File: src/hw/rtl/fdp_pkg.sv
// Shared constants and types of the decimal format printer.
package fdp_pkg;

    // ASCII codes the formatter recognizes or produces
    localparam logic [7:0] CH_NUL     = 8'h00;
    localparam logic [7:0] CH_PERCENT = 8'h25;
    localparam logic [7:0] CH_D       = 8'h64;
    localparam logic [7:0] CH_I       = 8'h69;
    localparam logic [7:0] CH_ZERO    = 8'h30;
    localparam logic [7:0] CH_MINUS   = 8'h2D;

    // Binary to BCD conversion geometry
    localparam int BIN_W      = 32;
    localparam int NUM_DIGITS = 10;
    localparam int BCD_W      = 4 * NUM_DIGITS;
    localparam int CNT_W      = $clog2(BIN_W);
    localparam int LEFT_W     = $clog2(NUM_DIGITS + 1);

    // Sequencer states, one-hot
    typedef enum logic [5:0] {
        ST_IDLE  = 6'b000001,
        ST_PCT   = 6'b000010,
        ST_PLAIN = 6'b000100,
        ST_MINUS = 6'b001000,
        ST_CONV  = 6'b010000,
        ST_DIGIT = 6'b100000
    } t_state;

    // Control between sequencer and conversion unit
    typedef struct packed {
        logic start;
    } t_conv_ctrl;

    typedef struct packed {
        logic busy;
    } t_conv_stat;

endpackage

File: src/hw/rtl/fdp_in_if.sv
// Input channel: format byte plus argument, valid/ready handshake.
interface fdp_in_if;
    logic        valid;
    logic        ready;
    logic [7:0]  fmt_char;
    logic signed [31:0] arg_value;

    modport source (output valid, output fmt_char, output arg_value, input ready);
    modport sink   (input valid, input fmt_char, input arg_value, output ready);
endinterface

File: src/hw/rtl/fdp_out_if.sv
// Output channel: one emitted character, valid/ready handshake.
interface fdp_out_if;
    logic       valid;
    logic       ready;
    logic [7:0] out_char;
    logic       run_last;

    modport source (output valid, output out_char, output run_last, input ready);
    modport sink   (input valid, input out_char, input run_last, output ready);
endinterface

File: src/hw/rtl/fdp_bcd_conv.sv
// Iterative shift-and-add-3 binary to BCD converter, one bit per cycle.
module fdp_bcd_conv (
    input  logic                        i_clk,
    input  logic                        i_rst_n,
    input  fdp_pkg::t_conv_ctrl         i_ctrl,
    input  logic [fdp_pkg::BIN_W-1:0]   i_value,
    output fdp_pkg::t_conv_stat         o_stat,
    output logic [fdp_pkg::BCD_W-1:0]   o_bcd
);

    logic                       r_busy;
    logic [fdp_pkg::CNT_W-1:0]  r_cnt;
    logic [fdp_pkg::BIN_W-1:0]  r_bin;
    logic [fdp_pkg::BCD_W-1:0]  r_bcd;
    logic [fdp_pkg::BCD_W-1:0]  w_adj;

    // add 3 to every digit of 5 or more before the shift
    always_comb begin
        for (int k = 0; k < fdp_pkg::NUM_DIGITS; k++) begin
            if (r_bcd[4*k +: 4] >= 4'd5) begin
                w_adj[4*k +: 4] = r_bcd[4*k +: 4] + 4'd3;
            end else begin
                w_adj[4*k +: 4] = r_bcd[4*k +: 4];
            end
        end
    end

    // control: busy from start until all BIN_W bits have been shifted in
    always_ff @(posedge i_clk) begin
        if (!i_rst_n) begin
            r_busy <= 1'b0;
            r_cnt  <= '0;
        end else if (i_ctrl.start) begin
            r_busy <= 1'b1;
            r_cnt  <= '0;
        end else if (r_busy) begin
            r_cnt <= r_cnt + fdp_pkg::CNT_W'(1);
            if (r_cnt == fdp_pkg::CNT_W'(fdp_pkg::BIN_W - 1)) begin
                r_busy <= 1'b0;
            end
        end
    end

    // datapath: shift the next binary bit into the digit register
    always_ff @(posedge i_clk) begin
        if (i_ctrl.start) begin
            r_bin <= i_value;
            r_bcd <= '0;
        end else if (r_busy) begin
            r_bin <= {r_bin[fdp_pkg::BIN_W-2:0], 1'b0};
            r_bcd <= {w_adj[fdp_pkg::BCD_W-2:0], r_bin[fdp_pkg::BIN_W-1]};
        end
    end

    assign o_stat.busy = r_busy;
    assign o_bcd       = r_bcd;

endmodule

File: src/hw/rtl/format_decimal_printer.sv
// Top level: printf-style formatter for %d and %i with a serial character output.
//
//  Channel  Dir  Fields               Transfer
//  i_in     in   fmt_char, arg_value  valid & ready
//  o_out    out  out_char, run_last   valid & ready
//
// A literal byte is accepted and then emits its character, if any ('%' flush
// adds one). A %d/%i starts the BCD unit, which converts one bit per cycle;
// the digits are then loaded and emitted, leading zeros skipped one per
// cycle, and a minus sign goes out first, often while the conversion runs.
// Reset (synchronous, active low) clears the pending '%' and the sequencer.
// A stalled output holds the sequencer in any state that emits; the last character may wait in the
// output register while the next byte is taken.
module format_decimal_printer (
    input  logic          i_clk,
    input  logic          i_rst_n,
    fdp_in_if.sink        i_in,
    fdp_out_if.source     o_out
);

    fdp_pkg::t_state                 r_state, n_state;
    logic                            r_pend, n_pend;
    logic [7:0]                      r_char, n_char;
    logic                            r_neg, n_neg;
    logic [fdp_pkg::BCD_W-1:0]       r_bcd, n_bcd;
    logic [fdp_pkg::LEFT_W-1:0]      r_left, n_left;
    logic                            r_sig, n_sig;

    logic                            r_out_valid;
    logic [7:0]                      r_out_char;
    logic                            r_out_last;

    logic                            w_accept;
    logic                            w_is_dec;
    logic                            w_slot;
    logic                            w_emit;
    logic [7:0]                      w_emit_char;
    logic                            w_emit_last;
    logic [3:0]                      w_top;
    logic [fdp_pkg::BIN_W-1:0]       w_mag;
    logic [fdp_pkg::BCD_W-1:0]       w_conv_bcd;
    fdp_pkg::t_conv_ctrl             w_conv_ctrl;
    fdp_pkg::t_conv_stat             w_conv_stat;

    assign i_in.ready = (r_state == fdp_pkg::ST_IDLE);
    assign w_accept   = i_in.valid && i_in.ready;
    assign w_is_dec   = r_pend && (i_in.fmt_char == fdp_pkg::CH_D ||
                                   i_in.fmt_char == fdp_pkg::CH_I);
    assign w_slot     = !r_out_valid || o_out.ready;
    assign w_top      = r_bcd[fdp_pkg::BCD_W-1 -: 4];

    // magnitude as unsigned negation, so the most negative value survives
    assign w_mag = i_in.arg_value[fdp_pkg::BIN_W-1] ?
                   (fdp_pkg::BIN_W'(0) - fdp_pkg::BIN_W'(i_in.arg_value)) :
                   fdp_pkg::BIN_W'(i_in.arg_value);

    assign w_conv_ctrl.start = w_accept && w_is_dec;

    fdp_bcd_conv u_conv (
        .i_clk   (i_clk),
        .i_rst_n (i_rst_n),
        .i_ctrl  (w_conv_ctrl),
        .i_value (w_mag),
        .o_stat  (w_conv_stat),
        .o_bcd   (w_conv_bcd)
    );

    // sequencer
    always_comb begin
        n_state     = r_state;
        n_pend      = r_pend;
        n_char      = r_char;
        n_neg       = r_neg;
        n_bcd       = r_bcd;
        n_left      = r_left;
        n_sig       = r_sig;
        w_emit      = 1'b0;
        w_emit_char = r_char;
        w_emit_last = 1'b0;
        unique case (r_state)
            fdp_pkg::ST_IDLE: begin
                if (w_accept) begin
                    n_char = i_in.fmt_char;
                    if (w_is_dec) begin
                        n_pend  = 1'b0;
                        n_neg   = i_in.arg_value[fdp_pkg::BIN_W-1];
                        n_state = i_in.arg_value[fdp_pkg::BIN_W-1] ?
                                  fdp_pkg::ST_MINUS : fdp_pkg::ST_CONV;
                    end else if (r_pend) begin
                        n_pend  = 1'b0;
                        n_state = fdp_pkg::ST_PCT;
                    end else if (i_in.fmt_char == fdp_pkg::CH_NUL) begin
                        n_pend = 1'b0;
                    end else if (i_in.fmt_char == fdp_pkg::CH_PERCENT) begin
                        n_pend = 1'b1;
                    end else begin
                        n_state = fdp_pkg::ST_PLAIN;
                    end
                end
            end
            fdp_pkg::ST_PCT: begin
                // flushed '%'; a held NUL ends, a held '%' pends again, else handled as plain
                if (w_slot) begin
                    w_emit      = 1'b1;
                    w_emit_char = fdp_pkg::CH_PERCENT;
                    if (r_char == fdp_pkg::CH_NUL) begin
                        w_emit_last = 1'b1;
                        n_state     = fdp_pkg::ST_IDLE;
                    end else if (r_char == fdp_pkg::CH_PERCENT) begin
                        w_emit_last = 1'b1;
                        n_pend      = 1'b1;
                        n_state     = fdp_pkg::ST_IDLE;
                    end else begin
                        n_state = fdp_pkg::ST_PLAIN;
                    end
                end
            end
            fdp_pkg::ST_PLAIN: begin
                if (w_slot) begin
                    w_emit      = 1'b1;
                    w_emit_last = 1'b1;
                    n_state     = fdp_pkg::ST_IDLE;
                end
            end
            fdp_pkg::ST_MINUS: begin
                if (w_slot) begin
                    w_emit      = 1'b1;
                    w_emit_char = fdp_pkg::CH_MINUS;
                    n_state     = fdp_pkg::ST_CONV;
                end
            end
            fdp_pkg::ST_CONV: begin
                if (!w_conv_stat.busy) begin
                    n_bcd   = w_conv_bcd;
                    n_left  = fdp_pkg::LEFT_W'(fdp_pkg::NUM_DIGITS);
                    n_sig   = 1'b0;
                    n_state = fdp_pkg::ST_DIGIT;
                end
            end
            fdp_pkg::ST_DIGIT: begin
                // drop leading zeros, always keep the units digit
                if (w_top == 4'd0 && !r_sig && r_left != fdp_pkg::LEFT_W'(1)) begin
                    n_bcd  = {r_bcd[fdp_pkg::BCD_W-5:0], 4'd0};
                    n_left = r_left - fdp_pkg::LEFT_W'(1);
                end else if (w_slot) begin
                    w_emit      = 1'b1;
                    w_emit_char = fdp_pkg::CH_ZERO + {4'd0, w_top};
                    w_emit_last = (r_left == fdp_pkg::LEFT_W'(1));
                    n_bcd       = {r_bcd[fdp_pkg::BCD_W-5:0], 4'd0};
                    n_left      = r_left - fdp_pkg::LEFT_W'(1);
                    n_sig       = 1'b1;
                    if (r_left == fdp_pkg::LEFT_W'(1)) begin
                        n_state = fdp_pkg::ST_IDLE;
                    end
                end
            end
            default: begin
                n_state = fdp_pkg::ST_IDLE;
            end
        endcase
    end

    // control registers
    always_ff @(posedge i_clk) begin
        if (!i_rst_n) begin
            r_state <= fdp_pkg::ST_IDLE;
            r_pend  <= 1'b0;
        end else begin
            r_state <= n_state;
            r_pend  <= n_pend;
        end
    end

    // payload registers
    always_ff @(posedge i_clk) begin
        r_char <= n_char;
        r_neg  <= n_neg;
        r_bcd  <= n_bcd;
        r_left <= n_left;
        r_sig  <= n_sig;
    end

    // output register
    always_ff @(posedge i_clk) begin
        if (!i_rst_n) begin
            r_out_valid <= 1'b0;
        end else if (w_emit) begin
            r_out_valid <= 1'b1;
        end else if (o_out.ready) begin
            r_out_valid <= 1'b0;
        end
    end

    always_ff @(posedge i_clk) begin
        if (w_emit) begin
            r_out_char <= w_emit_char;
            r_out_last <= w_emit_last;
        end
    end

    assign o_out.valid    = r_out_valid;
    assign o_out.out_char = r_out_char;
    assign o_out.run_last = r_out_last;

    // checks
    a_digit_after_conv: assert property (@(posedge i_clk) disable iff (!i_rst_n)
        r_state == fdp_pkg::ST_DIGIT |-> !w_conv_stat.busy)
        else $error("digit emission while conversion still running");

    a_dec_starts_unit: assert property (@(posedge i_clk) disable iff (!i_rst_n)
        w_accept && w_is_dec |=> w_conv_stat.busy)
        else $error("decimal specifier did not start the converter");

    a_last_ends_item: assert property (@(posedge i_clk) disable iff (!i_rst_n)
        w_emit && w_emit_last |=> r_state == fdp_pkg::ST_IDLE)
        else $error("final character did not return the sequencer to idle");

    a_minus_only_neg: assert property (@(posedge i_clk) disable iff (!i_rst_n)
        r_state == fdp_pkg::ST_MINUS |-> r_neg)
        else $error("minus sign emitted for a non-negative argument");

    a_emit_has_slot: assert property (@(posedge i_clk) disable iff (!i_rst_n)
        w_emit |-> w_slot)
        else $error("character emitted over an untaken result");

endmodule

File: src/flat_wrapper.sv
// flat-port wrapper written by rule: the top's interface ports become plain ports
module format_decimal_printer_flat 
  (i_clk, i_rst_n, i_in_valid, i_in_fmt_char, i_in_arg_value, i_in_ready, o_out_valid, o_out_out_char, o_out_run_last, o_out_ready);
  fdp_in_if i_in_i ();
  fdp_out_if o_out_i ();
  input  logic i_clk;
  input  logic i_rst_n;
  input wire logic [$bits(i_in_i.valid)-1:0] i_in_valid;
  input wire logic [$bits(i_in_i.fmt_char)-1:0] i_in_fmt_char;
  input wire logic [$bits(i_in_i.arg_value)-1:0] i_in_arg_value;
  output wire logic [$bits(i_in_i.ready)-1:0] i_in_ready;
  output wire logic [$bits(o_out_i.valid)-1:0] o_out_valid;
  output wire logic [$bits(o_out_i.out_char)-1:0] o_out_out_char;
  output wire logic [$bits(o_out_i.run_last)-1:0] o_out_run_last;
  input wire logic [$bits(o_out_i.ready)-1:0] o_out_ready;
  assign i_in_i.valid = i_in_valid;
  assign i_in_i.fmt_char = i_in_fmt_char;
  assign i_in_i.arg_value = i_in_arg_value;
  assign i_in_ready = i_in_i.ready;
  assign o_out_valid = o_out_i.valid;
  assign o_out_out_char = o_out_i.out_char;
  assign o_out_run_last = o_out_i.run_last;
  assign o_out_i.ready = o_out_ready;
  format_decimal_printer u_core (.i_clk(i_clk), .i_rst_n(i_rst_n), .i_in(i_in_i), .o_out(o_out_i));
endmodule
File: config.mk
export PLATFORM = sky130hd
export DESIGN_NAME = format_decimal_printer_flat
export DESIGN_NICKNAME = d
export VERILOG_FILES = /design/src/hw/rtl/fdp_pkg.sv /design/src/hw/rtl/fdp_in_if.sv /design/src/hw/rtl/fdp_out_if.sv /design/src/hw/rtl/fdp_bcd_conv.sv /design/src/hw/rtl/format_decimal_printer.sv /design/src/flat_wrapper.sv
export SDC_FILE = /design/constraint.sdc
export NUM_CORES = 1
export LEC_CHECK = 0
export BUFFER_PORTS_ARGS = -buffer_cell sky130_fd_sc_hd__buf_4
export CAP_MARGIN = 15
export CORE_MARGIN = 2
export CORE_UTILIZATION = 55
export DETAILED_ROUTE_END_ITERATION = 8
export GPL_TIMING_DRIVEN = 0
export PLACE_DENSITY = 0.77
export SLEW_MARGIN = 20
export SYNTH_ARGS = -nofsm -noshare
export SYNTH_HDL_FRONTEND = slang
export SYNTH_SLANG_ARGS = --single-unit
File: constraint.sdc
create_clock -name i_clk -period 4.1 [get_ports i_clk]
set_input_delay 0.41 -clock i_clk [delete_from_list [all_inputs] [get_ports i_clk]]
set_output_delay 0.41 -clock i_clk [all_outputs]
set_load 0.01 [all_outputs]
==> flow_summary.yaml, run 1 <==
run_status:
  status: "finished clean"
die:
  die_h_um: 122
  io_pins: 55
  core_um2: 13800
  start_util: 0.558
  die_w_um: 122
  rows: 43
  die_area_um2: 14900
layout:
  final_cells: 1057
  layout_common_cells: "nand2_1, edfxtp_1, o21ai_0"
  drive_gt1_frac: 0.120
  syn2layout_area_growth_pct: 16.8
  final_common_cell: "nand2_1"
  design_area_um2: 8970
  diodes: 0
  fillers: 1116
  nets: 933
clock_network:
  cts.sinks: 148
  post-cts-setup-buffer-count: 0
  hold_buffers: 0
  cts_made_buffers: 17
  path_clk_slew_ns: 0.06
  worst_skew_pair.late_latency_ns: 0.43
  clock_path_buffers: 2
  tritoncts: "built"
  h-tree-depth: 4
  cts-root-buf: "clkbuf_16"
  cts_resized: 0
yosys:
  synth_cells: 788
  syn_nets: 857
  ys.flop_type: "edfxtp_1"
  synth_top_area_cell: "edfxtp_1"
  synth.top_cell.area_share: 0.368
  synth_edf_count: 94
  synth_area_um2: 7680
  synth-seq-cells: 148
  ys_warn_count: 0
  synthTopCellsByArea: "edfxtp_1, dfxtp_1, nand2_1"
  yosysSeqAreaShare: 0.508
  synthArstFlopShare: 0
  syn_area_per_cell_um2: 9.75
  ys_types: 56
global_route:
  grt_pass1_vias: 5708
  antenna_found_initial: 0
  grt_max_degree: 33
  grt_overflow: 0
  grt_first_pass_wirelength_um: 27600
  grt_util_all_layers: 0.236
worst_setup_path:
  r2r_start: "u_core.r_state[2]"
  reg2reg_depth: 7
  end_kind: "flop"
  crit_arrival_ns: 3.28
  required_ns: 4.16
  reg2reg_to: "u_core.u_conv.r_bin[27]"
  worst_setup_path_start_kind: "flop"
  critPathKind: "flop to flop"
  reg2reg_slack_ns: 0.88
  critPathMaxFanout: 32
detailed_routing:
  drt_iter0_markers: 528
  dr.pass1.iters: 5
  dr_total_vias: 6058
  drcViolationCount: 0
  wl_um: 16600
  routedWlPerCell_um: 15.7
  vias_per_cell: 5.73
  antenna_left: 0
hold_path:
  hold_path_startpoint: "i_in_fmt_char[1]"
  hold-path-cell-count: 1
  min_delay_worst_endpoint: "u_core.r_char[1]"
  hp-class: "primary input to flop"
sta:
  period_minus_slack_ns: 3.22
  setup_viol: 0
  max_clock_freq_ghz: 0.310
  slew_headroom: 0.425
  post-route-period-util: 0.786
  worst_pin_slew_ns: 0.863
  setup_tns_ns: 0
  finalClockSkew_ns: 0.00663
  hold_violations: 0
  finalMaxSlewViolations: 0
  rsz0062_at_grt: "no"
placed_design:
  dp.cells: 1025
  numPortBuffers: 54
  gp_congestion: 0.928
  hpwl_um: 11500
  place_area_um2: 8350
power_and_ir_drop:
  p_leak_nw: 3.49
  power.total_w: 0.00403
  power_density_nw_per_um2: 449
  vdd_ir_drop_max_mv: 0.309
flow_run:
  maxCapViolCount: 0
## synthesized netlist by cell type (17+ instances only)
| cell type | instances |
|---|---|
| a21oi_1 | 34 |
| clkbuf_1 | 29 |
| dfxtp_1 | 54 |
| edfxtp_1 | 94 |
| ha_1 | 25 |
| inv_1 | 29 |
| mux2i_1 | 36 |
| nand2_1 | 136 |
| nand3_1 | 20 |
| nor2_1 | 52 |
| nor3_1 | 20 |
| o21ai_0 | 69 |
| xnor2_1 | 17 |
| xor2_1 | 39 |
## worst max-delay path by stage
| stage | end | slack (ns) | start |
|---|---|---|---|
| after global placement | u_core.r_bcd[8] | 0.25 | u_core.r_state[2] |
| after global routing | u_core.u_conv.r_bin[27] | 0.72 | u_core.r_state[2] |
| after floorplan | u_core.r_bcd[0] | 0.90 | u_core.r_state[2] |
| after CTS | u_core.u_conv.r_bin[11] | 0.87 | u_core.r_state[2] |
| after detailed placement | u_core.u_conv.r_bin[18] | 0.88 | u_core.r_state[2] |
| final | u_core.u_conv.r_bin[27] | 0.88 | u_core.r_state[2] |
## area by class of cell
type,count,area [um^2],share of cell area
Inverter,31,116,0.0130
Clock buffer,18,429,0.0478
Clock inverter,14,190,0.0212
Sequential cell,148,3900,0.435
Tap cell,180,225,0.0251
Multi-Input combinational cell,570,3500,0.391
Timing Repair Buffer,57,439,0.0490
Buffer,39,163,0.0181
## logic make-up after synthesis
family | Yosys count | synth area share
AO/OA/AOI/OAI | 153 | 0.116
adder cells (fa/ha/maj) | 25 | 0.0407
XOR/XNOR | 56 | 0.0639
multiplexers | 37 | 0.0484
flip-flops | 148 | 0.508
AND/OR/NAND/NOR | 299 | 0.186
buffers and inverters | 70 | 0.0363
## routing by layer
| metal | vias to the layer above | GRT usage | share of wire |
|---|---|---|---|
| li1 | 2956 | - | - |
| met1 | 2868 | 0.307 | 0.44 |
| met2 | 206 | 0.379 | 0.47 |
| met3 | 28 | 0.0538 | 0.066 |
| met4 | 0 | 0.0984 | 0.022 |
| met5 | - | 0 | 0 |
## state kept, by name (all words and copies together) (netlist names), 4 cells and up
signal / count
u_core.r_char: 8
u_core.u_conv.r_bin: 32
u_core.o_out.out_char: 8
u_core.r_bcd: 40
u_core.u_conv.o_bcd: 40
u_core.u_conv.r_cnt: 5
u_core.r_left: 4
u_core.r_state: 6
## worst max-delay path: stages, from the launching register on
cell and delay [ns]:
dfxtp_1 0.30, clkbuf_1 0.21, or4_1 0.56, or3b_1 0.44, inv_2 0.17, nand4_4 0.20
clkbuf_1 0.31, nand2_2 0.64
## report_power, final
group	internal, W	total (W)	switching [W]	leakage [nW]
logic	0.000263	0.000592	0.000329	1.88
clock network	0.00106	0.00165	0.000582	0.307
registers	0.00170	0.00179	0.0000925	1.30
## metrics by stage
stage / hold slack [ns] / setup slack [ns] / util
after floorplan: 0.445 / 0.904 / -
after global placement: 0.460 / 0.248 / 0.604
after detailed placement: 0.464 / 0.875 / 0.606
after CTS: 0.160 / 0.867 / 0.651
after global routing: 0.164 / 0.719 / 0.651
final: 0.168 / 0.879 / 0.651
(Power assumes the default switching activity.)
==> run 2: changes to the inputs <==
Clock period 4.1 ns to 2.7 ns, I/O delays scaled along.
==> run 2 against run 1 <==
Net effect:
- utilization grew 0.28 points
- setup slack worse by 0.74 ns
- first-iteration DRC count grew 1.5%
- via count fell by 0.17%
- hold slack got worse by 0.14 ns
- combinational power grew 54%
- largest power group unchanged
- clock skew up 0.0027 ns
==> flow_summary.yaml, run 2 (synthesis gave the netlist of run 1 again) <==
run_status:
  status: "finished clean"
layout:
  fillers: 1106
  multiInputGateArea_um2: 3540
  regArea_um2: 3900
  drive_gt1_frac: 0.130
  nets: 934
  layout_common_cells: "nand2_1, edfxtp_1, o21ai_0"
  syn2layout_area_growth_pct: 17.3
  fin_util: 0.654
  diodes: 0
  final_common_cell: "nand2_1"
worst_setup_path:
  critPathKind: "flop to flop"
  crit_arrival_ns: 2.68
  end_kind: "flop"
  worst-path-buf-inv: 3
  crit_family: "simple AND/OR/NAND/NOR gates"
  required_ns: 2.82
  slowest_delay_ns: 0.48
  worst_setup_path_start_kind: "flop"
  slowest_stage: "or4_1"
  critPathMaxFanout: 16
  crit_chain: "clkbuf_8 -> or4_1 -> or3b_1 -> inv_2 -> nand4_4 -> buf_2 -> nand2_8"
detailed_routing:
  drt_iter0_markers: 536
  dr.pass1.iters: 6
  routedWlPerCell_um: 16.1
  antenna_left: 0
  drcViolationCount: 0
  dr_total_vias: 6048
  wl_um: 17000
  vias_per_cell: 5.72
placed_design:
  gp_congestion: 0.941
  pre_cts_ws_ns: -0.413
  numPortBuffers: 54
  hpwl_um: 11600
clock_network:
  cts.sinks: 148
  worst_skew_pair.late_latency_ns: 0.43
  hold_buffers: 0
  cts_made_buffers: 17
  clock_path_buffers: 2
  tritoncts: "built"
  cts-root-buf: "clkbuf_16"
  h-tree-depth: 4
  path_clk_slew_ns: 0.06
sta:
  max_clock_freq_ghz: 0.390
  finalClockSkew_ns: 0.00931
  hold_violations: 0
  slew_headroom: 0.255
  rsz0062_at_grt: "no"
  worst_pin_slew_ns: 1.12
  period_minus_slack_ns: 2.56
  setup_viol: 0
  post-route-period-util: 0.949
  finalMaxSlewViolations: 0
  postLayoutSetupSlackWorst_ns: 0.137
power_and_ir_drop:
  vdd_ir_drop_max_mv: 0.397
  p_leak_nw: 3.51
  power.total_w: 0.00600
  power_density_nw_per_um2: 666
global_route:
  gr-usage-met1: 0.316
  grt_overflow: 0
  grt_first_pass_wirelength_um: 27900
  grt_pass1_vias: 5741
  antenna_found_initial: 0
  grt_util_all_layers: 0.241
  grtUsageMet2: 0.392
  met3_usage: 0.0557
  grt_max_degree: 33
  busiest_layer: "met2"
die:
  die_area_um2: 14900
  die_w_um: 122
  start_util: 0.558
  rows: 43
  core_um2: 13800
  die_h_um: 122
  io_pins: 55
flow_run:
  maxCapViolCount: 0
hold_path:
  hp-class: "primary input to flop"
## run 2: timing repair
action,in CTS,in global routing
gates resized for setup,3,3
setup endpoints to repair,59,33
cloned,0,1
buffers inserted,1,0
pin swaps,1,0
## run 2: path summary, 6_finish.rpt
path                            cells past startpoint               startpoint                      end  slack (ns)
worst min-delay path                                1         i_in_fmt_char[7]         u_core.r_char[7]        0.03
worst max register to register                      7        u_core.r_state[2]  u_core.u_conv.r_bin[29]        0.14
worst max-delay path                                7        u_core.r_state[2]  u_core.u_conv.r_bin[29]        0.14
worst min register to register                      2  u_core.u_conv.o_bcd[39]  u_core.u_conv.o_bcd[39]        0.47
## run 2: final cells by class
class	count	area share
clock inverter	9	0.0111
multi-input combinational	571	0.393
buffer	38	0.0196
timing repair buffer	58	0.0500
sequential	148	0.433
tap	180	0.0250
inverter	31	0.0129
clock buffer	23	0.0553
## run 2: through the flow
stage	cell area [um^2]	setup TNS, ns	cells	hold slack [ns]
2_1_floorplan	7700	-17.91	788	0.369
3_3_place_gp	8330	-58.64	1022	0.459
5_1_grt	9010	0	1058	0.0238
4_1_cts	8990	0	1057	0.0288
3_5_place_dp	8370	-14.39	1025	0.462
6_report	9010	0	1058	0.0307
## run 2: metal layers
metal  routed length [um]  part of all wire
met4                  343             0.020
met2                 8080              0.47
met5                    0                 0
met1                 7620              0.45
met3                  988             0.058
## run 2: power breakdown
part           switching [W]  internal, W
logic               0.000502     0.000408
clock network       0.000907      0.00147
registers           0.000139      0.00257
total                0.00155      0.00446
## run 2: worst reg2reg max path, cell delays in order (launching register included)
cell and delay (ns):
dfxtp_1 0.30, clkbuf_8 0.15, or4_1 0.48, or3b_1 0.44
inv_2 0.17, nand4_4 0.20, buf_2 0.30, nand2_8 0.20
